--- src/rtl/led_matrix_scroll_refresh_defines.svh ---
// Assertion macros shared by the LED matrix scan block.
// No dependencies; included by the modules that carry assertions.
`ifndef LED_MATRIX_SCROLL_REFRESH_DEFINES_SVH
`define LED_MATRIX_SCROLL_REFRESH_DEFINES_SVH

// cons must hold in the same cycle as ante
`define LMSR_ASSERT_IMPLY(label, clk, rst, ante, cons, msg) \
   label: assert property (@(posedge clk) disable iff (rst) (ante) |-> (cons)) \
      else $error(msg);

// cons must hold in the cycle after ante
`define LMSR_ASSERT_NEXT(label, clk, rst, ante, cons, msg) \
   label: assert property (@(posedge clk) disable iff (rst) (ante) |=> (cons)) \
      else $error(msg);

`endif

--- src/rtl/lmsr_pkg.sv ---
// Shared types and constants for the LED matrix scan and scroll block.
// No dependencies.
`default_nettype none

package lmsr_pkg;

   localparam int MATRIX_COUNT_DEF = 8;
   localparam int COLS_PER_MATRIX  = 8;

   localparam logic [1:0] CMD_TICK   = 2'd0;
   localparam logic [1:0] CMD_SCROLL = 2'd1;
   localparam logic [1:0] CMD_CLEAR  = 2'd2;

   localparam logic [7:0] BYTE_BLANK   = 8'hFF;
   localparam logic [7:0] BYTE_DARK    = 8'h00;
   localparam logic [7:0] ROW_SEL_BASE = 8'h01;
   localparam logic [2:0] ROW_LAST     = 3'd7;

   typedef enum logic {
      SCAN_IDLE,
      SCAN_READ
   } lmsr_state_type;

   // write side of the frame store
   typedef struct packed {
      logic       we;
      logic       clear;
      logic       fill_ones;
      logic [7:0] data;
   } lmsr_wr_type;

   // item entering the output pipeline
   typedef struct packed {
      logic       load;
      logic       is_sel;
      logic       last;
      logic [7:0] sel_byte;
   } lmsr_slot_type;

endpackage

`default_nettype wire

--- src/rtl/lmsr_store.sv ---
// Frame store: one-port-write, one-port-read synchronous memory with
// per-entry valid bits and a fill value. Depends on lmsr_pkg.
`default_nettype none
`include "led_matrix_scroll_refresh_defines.svh"

module lmsr_store
   import lmsr_pkg::*;
#(
   parameter int MATRIX_COUNT = MATRIX_COUNT_DEF
) (
   input  wire logic                  clock,
   input  wire logic                  reset,
   input  wire lmsr_wr_type           wr,
   input  wire logic [$clog2(MATRIX_COUNT*COLS_PER_MATRIX)-1:0] wr_addr,
   input  wire logic                  rd_en,
   input  wire logic [$clog2(MATRIX_COUNT*COLS_PER_MATRIX)-1:0] rd_addr,
   output logic [7:0]                 rd_byte
);

   localparam int DEPTH = MATRIX_COUNT * COLS_PER_MATRIX;

   logic [7:0]       mem_ff [DEPTH];
   logic [DEPTH-1:0] valid_ff;
   logic [7:0]       fill_ff;
   logic [7:0]       rd_data_ff;
   logic             rd_vld_ff;
   logic [7:0]       rd_fill_ff;

   always_ff @(posedge clock) begin
      if (wr.we) begin
         mem_ff[wr_addr] <= wr.data;
      end
      if (rd_en) begin
         rd_data_ff <= mem_ff[rd_addr];
      end
   end

   // capture valid and fill with the read so a later clear cannot alter it
   always_ff @(posedge clock) begin
      if (rd_en) begin
         rd_vld_ff  <= valid_ff[rd_addr];
         rd_fill_ff <= fill_ff;
      end
   end

   always_ff @(posedge clock) begin
      if (reset) begin
         valid_ff <= '0;
         fill_ff  <= BYTE_BLANK;
      end else if (wr.clear) begin
         valid_ff <= '0;
         fill_ff  <= wr.fill_ones ? BYTE_BLANK : BYTE_DARK;
      end else if (wr.we) begin
         valid_ff[wr_addr] <= 1'b1;
      end
   end

   assign rd_byte = rd_vld_ff ? rd_data_ff : rd_fill_ff;

   `LMSR_ASSERT_IMPLY(a_rd_wr_excl, clock, reset, rd_en, !wr.we && !wr.clear, "read overlaps write")

endmodule

`default_nettype wire

--- src/rtl/lmsr_scan.sv ---
// Command sequencer: decodes items, keeps scan row and scroll head,
// and walks the store addresses of a refresh. Depends on lmsr_pkg.
`default_nettype none
`include "led_matrix_scroll_refresh_defines.svh"

module lmsr_scan
   import lmsr_pkg::*;
#(
   parameter int MATRIX_COUNT = MATRIX_COUNT_DEF
) (
   input  wire logic                  clock,
   input  wire logic                  reset,
   input  wire logic                  req_valid,
   output logic                       req_ready,
   input  wire logic [1:0]            req_command,
   input  wire logic [7:0]            req_column_value,
   input  wire logic                  req_fill_ones,
   input  wire logic                  slot_free,
   output lmsr_slot_type              slot,
   output lmsr_wr_type                wr,
   output logic [$clog2(MATRIX_COUNT*COLS_PER_MATRIX)-1:0] wr_addr,
   output logic                       rd_en,
   output logic [$clog2(MATRIX_COUNT*COLS_PER_MATRIX)-1:0] rd_addr
);

   localparam int DEPTH = MATRIX_COUNT * COLS_PER_MATRIX;
   localparam int AW    = $clog2(DEPTH);
   localparam int CW    = (MATRIX_COUNT > 1) ? $clog2(MATRIX_COUNT) : 1;
   localparam logic [AW:0]   DEPTH_W = (AW+1)'(DEPTH);
   localparam logic [CW-1:0] LAST_M  = CW'(MATRIX_COUNT - 1);

   lmsr_state_type state_ff, state_in;
   logic [2:0]     row_ff, row_in;
   logic [AW-1:0]  head_ff, head_in;
   logic [AW-1:0]  addr_ff, addr_in;
   logic [CW-1:0]  m_ff, m_in;

   logic          accept;
   logic          tick_acc;
   logic [AW:0]   start_sum, step_sum, head_sum;
   logic [AW-1:0] start_addr, step_addr, head_next;

   assign accept   = req_valid && req_ready;
   assign tick_acc = accept && (req_command == CMD_TICK);

   // physical = logical + head, wrapped at the store depth
   assign start_sum  = {1'b0, head_ff} + (AW+1)'(row_ff);
   assign start_addr = (start_sum >= DEPTH_W) ? AW'(start_sum - DEPTH_W) : AW'(start_sum);
   assign step_sum   = {1'b0, addr_ff} + (AW+1)'(COLS_PER_MATRIX);
   assign step_addr  = (step_sum >= DEPTH_W) ? AW'(step_sum - DEPTH_W) : AW'(step_sum);
   assign head_sum   = {1'b0, head_ff} + (AW+1)'(1);
   assign head_next  = (head_sum >= DEPTH_W) ? '0 : AW'(head_sum);

   assign wr_addr = head_ff;
   assign rd_addr = addr_ff;

   always_ff @(posedge clock) begin
      if (reset) begin
         state_ff <= SCAN_IDLE;
         row_ff   <= '0;
         head_ff  <= '0;
      end else begin
         state_ff <= state_in;
         row_ff   <= row_in;
         head_ff  <= head_in;
      end
   end

   always_ff @(posedge clock) begin
      addr_ff <= addr_in;
      m_ff    <= m_in;
   end

   always_comb begin
      state_in  = state_ff;
      row_in    = row_ff;
      head_in   = head_ff;
      addr_in   = addr_ff;
      m_in      = m_ff;
      req_ready = 1'b0;
      rd_en     = 1'b0;
      slot      = '0;
      wr        = '0;
      wr.data   = ~req_column_value;
      case (state_ff)
         SCAN_IDLE: begin
            req_ready = slot_free;
            if (accept) begin
               case (req_command)
                  CMD_TICK: begin
                     slot.load     = 1'b1;
                     slot.is_sel   = 1'b1;
                     slot.sel_byte = ROW_SEL_BASE << row_ff;
                     row_in        = (row_ff == ROW_LAST) ? '0 : row_ff + 3'd1;
                     addr_in       = start_addr;
                     m_in          = '0;
                     state_in      = SCAN_READ;
                  end
                  CMD_SCROLL: begin
                     // oldest column slot becomes the new last column
                     wr.we   = 1'b1;
                     head_in = head_next;
                  end
                  CMD_CLEAR: begin
                     wr.clear     = 1'b1;
                     wr.fill_ones = req_fill_ones;
                  end
                  default: begin
                  end
               endcase
            end
         end
         SCAN_READ: begin
            if (slot_free) begin
               rd_en     = 1'b1;
               slot.load = 1'b1;
               slot.last = (m_ff == LAST_M);
               addr_in   = step_addr;
               m_in      = m_ff + CW'(1);
               if (m_ff == LAST_M) begin
                  state_in = SCAN_IDLE;
               end
            end
         end
         default: begin
            state_in = SCAN_IDLE;
         end
      endcase
   end

   `LMSR_ASSERT_IMPLY(a_m_bound, clock, reset, state_ff == SCAN_READ, m_ff <= LAST_M, "matrix count overrun")
   `LMSR_ASSERT_NEXT(a_row_hold, clock, reset, !tick_acc, $stable(row_ff), "row moved without tick")

endmodule

`default_nettype wire

--- src/rtl/lmsr_out.sv ---
// Output pipeline: read-data stage followed by the result register,
// full rate while rsp_ready does not stall it. Depends on lmsr_pkg.
`default_nettype none
`include "led_matrix_scroll_refresh_defines.svh"

module lmsr_out
   import lmsr_pkg::*;
(
   input  wire logic          clock,
   input  wire logic          reset,
   input  wire lmsr_slot_type slot,
   input  wire logic [7:0]    rd_byte,
   output logic               slot_free,
   output logic               rsp_valid,
   input  wire logic          rsp_ready,
   output logic [7:0]         rsp_serial_byte,
   output logic               rsp_latch_now
);

   logic       s1_valid_ff;
   logic       s1_sel_ff;
   logic       s1_last_ff;
   logic [7:0] s1_byte_ff;
   logic       rsp_valid_ff;
   logic [7:0] rsp_byte_ff;
   logic       rsp_latch_ff;
   logic       out_free;
   logic       s1_move;

   assign out_free  = !rsp_valid_ff || rsp_ready;
   assign s1_move   = s1_valid_ff && out_free;
   assign slot_free = !s1_valid_ff || out_free;

   always_ff @(posedge clock) begin
      if (reset) begin
         s1_valid_ff  <= 1'b0;
         rsp_valid_ff <= 1'b0;
      end else begin
         if (slot.load) begin
            s1_valid_ff <= 1'b1;
         end else if (s1_move) begin
            s1_valid_ff <= 1'b0;
         end
         if (s1_move) begin
            rsp_valid_ff <= 1'b1;
         end else if (rsp_ready) begin
            rsp_valid_ff <= 1'b0;
         end
      end
   end

   always_ff @(posedge clock) begin
      if (slot.load) begin
         s1_sel_ff  <= slot.is_sel;
         s1_last_ff <= slot.last;
         s1_byte_ff <= slot.sel_byte;
      end
      if (s1_move) begin
         rsp_byte_ff  <= s1_sel_ff ? s1_byte_ff : rd_byte;
         rsp_latch_ff <= s1_last_ff;
      end
   end

   assign rsp_valid       = rsp_valid_ff;
   assign rsp_serial_byte = rsp_byte_ff;
   assign rsp_latch_now   = rsp_latch_ff;

   `LMSR_ASSERT_IMPLY(a_load_free, clock, reset, slot.load, slot_free, "item loaded into busy stage")

endmodule

`default_nettype wire

--- src/rtl/led_matrix_scroll_refresh.sv ---
// Top level of the LED matrix column store with row-scan refresh.
// Depends on lmsr_pkg, lmsr_scan, lmsr_store and lmsr_out.
//
//   channel  ports               carries
//   req      req_valid/ready     command, column_value, fill_ones
//   rsp      rsp_valid/ready     serial_byte, latch_now
//
// A refresh tick yields 1 + MATRIX_COUNT bytes (9 by default): one row
// select byte, then one byte per store read, the memory's single read
// port giving one byte a cycle while the output pipeline is not stalled.
// After reset the store reads blank (0xFF) at once; there is no sweep.
// rsp_ready low holds the output pipeline and the read walk in place;
// req_ready stays low while a refresh is still reading.
`default_nettype none

module led_matrix_scroll_refresh
   import lmsr_pkg::*;
#(
   parameter int MATRIX_COUNT = MATRIX_COUNT_DEF
) (
   input  wire logic       clock,
   input  wire logic       reset,
   input  wire logic       req_valid,
   output logic            req_ready,
   input  wire logic [1:0] req_command,
   input  wire logic [7:0] req_column_value,
   input  wire logic       req_fill_ones,
   output logic            rsp_valid,
   input  wire logic       rsp_ready,
   output logic [7:0]      rsp_serial_byte,
   output logic            rsp_latch_now
);

   localparam int AW = $clog2(MATRIX_COUNT * COLS_PER_MATRIX);

   lmsr_slot_type slot;
   lmsr_wr_type   wr;
   logic [AW-1:0] wr_addr;
   logic [AW-1:0] rd_addr;
   logic          rd_en;
   logic [7:0]    rd_byte;
   logic          slot_free;

   lmsr_scan #(
      .MATRIX_COUNT(MATRIX_COUNT)
   ) u_scan (
      .clock            (clock),
      .reset            (reset),
      .req_valid        (req_valid),
      .req_ready        (req_ready),
      .req_command      (req_command),
      .req_column_value (req_column_value),
      .req_fill_ones    (req_fill_ones),
      .slot_free        (slot_free),
      .slot             (slot),
      .wr               (wr),
      .wr_addr          (wr_addr),
      .rd_en            (rd_en),
      .rd_addr          (rd_addr)
   );

   lmsr_store #(
      .MATRIX_COUNT(MATRIX_COUNT)
   ) u_store (
      .clock   (clock),
      .reset   (reset),
      .wr      (wr),
      .wr_addr (wr_addr),
      .rd_en   (rd_en),
      .rd_addr (rd_addr),
      .rd_byte (rd_byte)
   );

   lmsr_out u_out (
      .clock           (clock),
      .reset           (reset),
      .slot            (slot),
      .rd_byte         (rd_byte),
      .slot_free       (slot_free),
      .rsp_valid       (rsp_valid),
      .rsp_ready       (rsp_ready),
      .rsp_serial_byte (rsp_serial_byte),
      .rsp_latch_now   (rsp_latch_now)
   );

endmodule

`default_nettype wire
--- config.mk ---
export PLATFORM = sky130hd
export DESIGN_NAME = led_matrix_scroll_refresh
export DESIGN_NICKNAME = d
export VERILOG_FILES = /design/src/rtl/lmsr_pkg.sv /design/src/rtl/lmsr_store.sv /design/src/rtl/lmsr_scan.sv /design/src/rtl/lmsr_out.sv /design/src/rtl/led_matrix_scroll_refresh.sv
export VERILOG_INCLUDE_DIRS = /design/src /design/src/rtl
export SDC_FILE = /design/constraint.sdc
export NUM_CORES = 1
export LEC_CHECK = 0
export BUFFER_PORTS_ARGS = -buffer_cell sky130_fd_sc_hd__buf_2
export CAP_MARGIN = 15
export CORE_MARGIN = 10
export CORE_UTILIZATION = 50
export DETAILED_ROUTE_END_ITERATION = 12
export PLACE_DENSITY = 0.65
export SYNTH_ARGS = -nofsm -noshare
export SYNTH_HDL_FRONTEND = slang
export SYNTH_HIERARCHICAL = 1
export SYNTH_SLANG_ARGS = --single-unit
--- constraint.sdc ---
create_clock -name clock -period 7.74 [get_ports clock]
set_input_delay 1.548 -clock clock [delete_from_list [all_inputs] [get_ports clock]]
set_output_delay 1.548 -clock clock [all_outputs]
set_load 0.02 [all_outputs]
==> qor.yml, run 1 <==
route:
  maxUsedRoutingLayer: "met4"
  drc: 0
  routedWlPerCell_um: 26.3
  avgViaCountPerCell: 6.08
  firstDrtPassIters: 5
  postRouteAntennaNets: 0
  met2WireLength_mm: 26.3
  drt-initial-drc-count: 1231
  met3_length_mm: 4.08
  wl_met1_mm: 23.1
  drt-total-wl_mm: 55.0
  num_vias: 12716
worst_hold_path:
  min_path_type: "register to register"
  worstHoldEndpoint: "u_store/rd_fill_ff[6]$_DFFE_PP_"
  min_path_cells: 0
  min_from: "u_store/fill_ff[6]$_SDFFE_PP1P_"
power_and_ir_drop:
  p_total_mw: 7.10
  internal-power_mw: 5.67
  power_density_nw_per_um2: 256
  switching_share: 0.202
  pwr-share-clk: 0.444
  total_leakage_power_nw: 8.99
  p_seq_frac: 0.521
  share_comb_of_total_power: 0.035
  vdd.ir_drop.worst_v: 0.000173
  p_sw_mw: 1.43
placed_design:
  gp_congestion: 0.829
  io_buffers: 25
  dp_hpwl_mm: 33.0
  place_inst: 1976
clock_tree:
  cts_tree: "yes"
  insertion_delay_ps: 630
  post_cts_buffers: 0
  cts_root_buf: "clkbuf_16"
  cts.sinks: 627
  cts.htree.levels: 2
  clockBufferDepth: 3
  cts_buffers: 61
  clkSlewWorstSetupHoldPaths_ps: 60
  hold_buffers: 0
  ctsResizeCount: 0
cells_and_area:
  fin_cells: 2092
  diodes: 0
  layout-drive-gt1-share: 0.200
  area_growth_pct: 11.5
  final_common_cell: "edfxtp_1"
  fin_nets: 1404
  layout_common_cells: "edfxtp_1 (550), mux4_2 (113), nor2_1 (85)"
yosys:
  synth-simple-area-share: 0.0475
  synth_compound_area_frac: 0.0521
  synth_top_cell_by_area: "edfxtp_1"
  synthDistinctLibCells: 60
  muxShareOfSynthArea: 0.143
  synth_cells: 1339
  synth_area_leaders: "edfxtp_1 (66%), mux4_2 (10%), dfxtp_1 (6.2%)"
  synthAdderAreaFrac: 0.00735
  yosys_most_used_dff: "edfxtp_1"
  synth_seq_cells: 627
  synth_edf_count: 550
  syn_nets: 1368
  async_flop_share: 0
  yosys_warnings: 6
  avgSynthCellArea_sq_um: 18.6
  synthesis.area_sq_um: 24900
  synth_top_area_share: 0.664
  synthXorXnorAreaFrac: 0.000705
  yosysSeqAreaShare: 0.726
  synth_top_family_by_area: "multiplexers"
worst_setup_path:
  path_max_fanout: 8
  cp_slowest_cell: "nand3b_1"
  max_stage_delay_ps: 340
  crit_path_start_kind: "input port"
  r2r_end: "u_store/rd_data_ff[3]$_DFFE_PP_"
  end_kind: "primary output"
  crit_buf_inv: 3
  cp.required_ps: 6190
  worstSetupPathType: "input port to primary output"
  cp_top_family: "simple AND/OR/NAND/NOR gates"
  crit_path_frequent_cell: "buf_2"
  path_cells: "buf_2, nand3b_1, nand2b_1, inv_1, buf_2"
  reg2reg_depth: 7
  worstPathArrival_ps: 2440
  rr_startpoint: "u_scan/rd_addr[0]$_DFFE_PP_"
  reg2reg_slack_ps: 4200
die:
  ios: 26
  core-area_sq_um: 49100
  die_h_um: 243
  initial_utilization: 0.507
  dieArea_sq_um: 59000
  dieWidth_um: 243
  rows: 81
global_route:
  grt_pass1_vias: 12957
  grt_overflow_total: 0
  grt_max_degree: 105
  grt_pass1_wl_mm: 83.0
  grtUsageTotal: 0.185
  grt_antenna_before_repair: 0
sta:
  maxSlewHeadroom: 0.327
  fmax_mhz: 251
  hold_viol_final: 0
  setup_tns_ps: 0
  skew_ps: 17.0
  fin_crit_ps: 3990
  worst_pin_slew_ps: 1010
  fin_crit_sh: 0.515
  grt_setup_unrepaired: "false"
  setup_viol: 0
  maxSlewViolCount: 0
run:
  cap_viol_max_count: 0
outcome:
  status: "complete, no violations"
cell type report:
class,count,area (sq um)
timing repair buffer,47,313
multi-input combinational,614,6250
inverter,24,90.1
fill,3721,21300
clock inverter,39,499
clock buffer,77,1680
tap,664,831
sequential,627,18100
metal layers:
metal,GRT usage,vias to the layer above
met5,0,-
li1,-,5503
met4,0.0590,0
met2,0.294,502
met3,0.0367,92
met1,0.254,6619
power by group through the flow:
stage / registers, mW / logic [mW] / clock network (mW)
6_report: 3.70 / 0.248 / 3.15
5_1_grt: 3.70 / 0.266 / 3.34
4_1_cts: 3.70 / 0.251 / 3.21
3_5_place_dp: 3.77 / 0.250 / 0
3_3_place_gp: 3.77 / 0.247 / 0
2_1_floorplan: 3.77 / 0.161 / 0
metrics by stage:
step                      instance area (sq um)  hold slack [ps]  setup slack (ps)   util
after CTS                                 27700              439              3760  0.565
after detailed placement                  25500              424              3220  0.521
after global placement                    25500              417              3290  0.520
after global routing                      27700              446              3650  0.565
final                                     27700              434              3750  0.565
after floorplan                           24900              400              4090      -
Yosys cell counts (all sizes together), types with 19 or more instances:
cell type and instances:
o21a 64, a21oi 26, nand2 41, dfxtp 77, inv 24, buf 43
o22ai 32, nor2b 21, nor2 86, o21ai 19, edfxtp 550, mux2i 26
a211oi 21, clkbuf 31, mux4 137
flip-flops by register name, indices dropped and copies added (netlist names):
name,cells
u_out/rsp_latch_now,1
u_out/rsp_serial_byte,8
u_out/rsp_valid,1
u_out/s1_byte_ff,8
u_out/s1_last_ff,1
u_out/s1_sel_ff,1
u_out/s1_valid_ff,1
u_scan/m_ff,3
u_scan/rd_addr,6
u_scan/row_ff,3
u_scan/state_ff,1
u_scan/wr_addr,6
u_store/fill_ff,1
u_store/mem_ff,512
u_store/rd_data_ff,8
u_store/rd_fill_ff,1
u_store/rd_vld_ff,1
u_store/valid_ff,64
cell families (layout without fill, tap and decap cells):
kind of cell             after synthesis  in the layout
flip-flops                           627            627
AND/OR/NAND/NOR                      237            237
AO/OA/AOI/OAI                        189            189
multiplexers                         172            172
buffers and inverters                 98            187
adder cells (fa/ha/maj)               14             14
XOR/XNOR                               2              2
worst max-delay path by stage:
| stage | depth (start not counted) | from | end | slack, ps |
|---|---|---|---|---|
| floorplan | 3 | rsp_ready | req_ready | 4090 |
| global placement | 7 | rsp_ready | u_store/mem_ff[60][7]$_DFFE_PP_ | 3290 |
| detailed placement | 7 | rsp_ready | u_store/mem_ff[60][1]$_DFFE_PP_ | 3220 |
| CTS | 5 | rsp_ready | req_ready | 3760 |
| global route | 5 | rsp_ready | req_ready | 3650 |
| finish | 5 | rsp_ready | req_ready | 3750 |
(Power assumes the default switching activity.)
==> inputs of run 2 (changes only) <==
--- a/config.mk
+++ b/config.mk
@@ -6,6 +6,7 @@
 export SDC_FILE = /design/constraint.sdc
 export NUM_CORES = 1
 export LEC_CHECK = 0
+export ABC_AREA = 1
 export BUFFER_PORTS_ARGS = -buffer_cell sky130_fd_sc_hd__buf_2
 export CAP_MARGIN = 15
 export CORE_MARGIN = 10
==> constraint.sdc (replaced) <==
create_clock -name clock -period 3.7 [get_ports clock]
set_input_delay 0.74 -clock clock [delete_from_list [all_inputs] [get_ports clock]]
set_output_delay 0.74 -clock clock [all_outputs]
set_load 0.02 [all_outputs]
==> qor.yml, run 2 <==
outcome:
  status: "complete, no violations"
cells_and_area:
  largest_reg_flops: 512  # unchanged
  final_common_cell: "nand2_1"
  ff_latch_area_sq_um: 18100  # unchanged
  multi_input_area_sq_um: 6850  # +9.6%
  regMostFlops: "u_store/mem_ff"
  fin_nets: 2491  # +77%
  area_growth_pct: 10.9
  fill_cells: 4393  # +18%
  reg.largest.list: "u_store/mem_ff x512, u_store/valid_ff x64"
  layout-drive-gt1-share: 0.0871  # -0.113
  layout_common_cells: "nand2_1 (801), edfxtp_1 (550), nand3_1 (501)"
  diodes: 0  # unchanged
  fin_cells: 3195  # +53%
  final_core_util: 0.562  # -0.00347
  fin_area_sq_um: 28900  # +4.4%
global_route:
  grt_antenna_before_repair: 0  # unchanged
  grt_pass1_wl_mm: 101  # +22%
  grt_overflow_total: 0  # unchanged
  grt_max_degree: 145  # +38%
  grt_pass1_vias: 16966  # +31%
  grtUsageTotal: 0.217  # +0.0316
worst_setup_path:
  r2r_end: "u_store/mem_ff[56][0]$_DFFE_PP_"
  crit_path_start_kind: "register"
  end_kind: "register"
  crit_buf_inv: 3  # unchanged
  cp.required_ps: 3950  # -2240 ps
  path_cells: "inv_8, nand3_4, nor2_4, clkinv_1, nor2_1, inv_1, nor2_1"
  worstPathArrival_ps: 3130  # +690 ps
  cp_top_family: "simple AND/OR/NAND/NOR gates"
  crit_path_frequent_cell: "nor2_1"
  max_stage_delay_ps: 600  # +260 ps
  path_max_fanout: 11  # +3
  reg2reg_slack_ps: 830  # -3370 ps
  rr_startpoint: "u_scan/state_ff$_SDFF_PP0_"
  cp_slowest_cell: "nor2_1"
  worstSetupPathType: "register to register"
  reg2reg_depth: 7  # unchanged
sta:
  hold_ws_ps: 386  # -47.8 ps
  skew_ps: 17.5  # +0.504 ps
  setup_viol: 0  # unchanged
  fin_ws_ps: 826  # -2930 ps
  grt_setup_unrepaired: "false"
  fmax_mhz: 348
  maxSlewHeadroom: 0.348  # +0.0207
  fin_crit_sh: 0.777
  fin_crit_ps: 2870
  setup_tns_ps: 0  # unchanged
  maxSlewViolCount: 0  # unchanged
  hold_viol_final: 0  # unchanged
  worst_pin_slew_ps: 979  # -27.4 ps
yosys:
  yosysSeqAreaShare: 0.692  # -0.0339
  synth_edf_count: 550  # unchanged
  muxShareOfSynthArea: 0  # -0.143
  syn_nets: 2463  # +80%
  synthXorXnorAreaFrac: 0.000672  # -0.0000329
  synth_seq_cells: 627  # unchanged
  synth_top_family_by_area: "simple AND/OR/NAND/NOR gates"
  synth-simple-area-share: 0.250  # +0.202
  yosys_most_used_dff: "edfxtp_1"
  synth_cells: 2434  # +82%
  synth_compound_area_frac: 0.00533  # -0.0468
  synth_top_cell_by_area: "edfxtp_1"
  avgSynthCellArea_sq_um: 10.7  # -42%
  synth_common_cells: "nand2_1 (802), edfxtp_1 (550), nand3_1 (501)"
  async_flop_share: 0  # unchanged
  yosysMostFrequentCell: "nand2_1"
  synth_area_leaders: "edfxtp_1 (63%), nand2_1 (12%), nand3_1 (9.6%)"
  synth_top_area_share: 0.633  # -0.0310
  synthDistinctLibCells: 29  # -52%
  synthAdderAreaFrac: 0.00701  # -0.000343
  yosys_warnings: 6  # unchanged
  synthesis.area_sq_um: 26100  # +4.9%
clock_tree:
  ctsResizeCount: 0  # unchanged
  post_cts_buffers: 0  # unchanged
  cts_buffers: 61  # unchanged
  cts.htree.levels: 2  # unchanged
  cts_root_buf: "clkbuf_16"
  cts_tree: "yes"
  hold_buffers: 0  # unchanged
  cts.sinks: 627  # unchanged
  insertion_delay_ps: 620  # about the same
  clockBufferDepth: 3  # unchanged
  clkSlewWorstSetupHoldPaths_ps: 60  # about the same
power_and_ir_drop:
  power_density_nw_per_um2: 506  # +98%
  total_leakage_power_nw: 10.7  # +19%
  p_total_mw: 14.6  # +110%
  vdd.ir_drop.worst_v: 0.000385  # +120%
die:
  dieWidth_um: 248  # +2.2%
  ios: 26  # unchanged
  initial_utilization: 0.506  # -0.000518
  core-area_sq_um: 51500  # +5.0%
  dieArea_sq_um: 61700  # +4.5%
  die_h_um: 248  # +2.2%
  rows: 83  # +2.5%
route:
  drc: 0  # unchanged
  routedWlPerCell_um: 20.9  # -20%
  drt-total-wl_mm: 66.8  # +21%
  avgViaCountPerCell: 5.57  # -8.3%
  postRouteAntennaNets: 0  # unchanged
  firstDrtPassIters: 6  # +1
  num_vias: 17803  # +40%
  drt-initial-drc-count: 1974  # +60%
worst_hold_path:
  worstHoldEndpoint: "u_scan/state_ff$_SDFF_PP0_"
  min_path_cells: 2  # +2
  min_from: "reset"
  min_path_type: "input port to register"
placed_design:
  dp_worst_setup_slack_ps: 450  # -2770 ps
  gp_congestion: 0.895  # +8.0%
  dp_hpwl_mm: 40.7  # +23%
  placed_area_sq_um: 26900  # +5.3%
  io_buffers: 25  # unchanged
  place_inst: 3079  # +56%
run:
  cap_viol_max_count: 0  # unchanged
-- run 2: changes by cell type in the layout (fill, tap and decap cells not counted), moves of 26 or more --
cell and change:
mux4_2 -113, mux2i_1 -26, inv_1 +60, nand2_1 +760, o22ai_1 -32, nand3_1 +485
nor2_1 +126, o21a_1 -64, buf_4 +44
-- run 2: worst max-delay path by stage --
stage	cells after the start	startpoint	to
global placement	9	rsp_ready	u_store/mem_ff[13][3]$_DFFE_PP_
CTS	7	u_scan/state_ff$_SDFF_PP0_	u_store/mem_ff[11][0]$_DFFE_PP_
detailed placement	9	rsp_ready	u_store/mem_ff[11][6]$_DFFE_PP_
finish	7	u_scan/state_ff$_SDFF_PP0_	u_store/mem_ff[56][0]$_DFFE_PP_
floorplan	9	rsp_ready	u_store/mem_ff[55][0]$_DFFE_PP_
global route	7	u_scan/state_ff$_SDFF_PP0_	u_store/mem_ff[10][2]$_DFFE_PP_
-- run 2: where the power goes --
part	total, mW	internal, mW	switching [mW]
Clock	6.25	3.65	2.61
Combinational	0.654	0.146	0.508
Sequential	7.74	7.72	0.0228
-- run 2: layout make-up --
cell class,instances,area share
flip-flops and latches,627,0.624
multi-input cells,1584,0.237
clock buffers,79,0.0586
well taps,680,0.0294
repair buffers,96,0.0262
inverters,92,0.0127
clock inverters,37,0.0120
-- run 2: cells by family after synthesis --
kind of cell	count (synthesis)
flip-flops	627
AND/OR/NAND/NOR	1543
buffers and inverters	223
XOR/XNOR	2
adder cells (fa/ha/maj)	14
AO/OA/AOI/OAI	25
-- run 2: worst register-to-register path: stages, from the launching register on --
cell	delay, ps
dfxtp_1	500
inv_8	170
nand3_4	120
nor2_4	250
clkinv_1	410
nor2_1	210
inv_1	250
nor2_1	600
-- run 2: layer usage --
layer / share of wire / vias up / GRT usage
met2: 0.47 / 669 / 0.344
met5: 0 / - / 0
met3: 0.076 / 117 / 0.0330
met1: 0.43 / 8673 / 0.302
met4: 0.028 / 0 / 0.0731
li1: - / 8344 / -
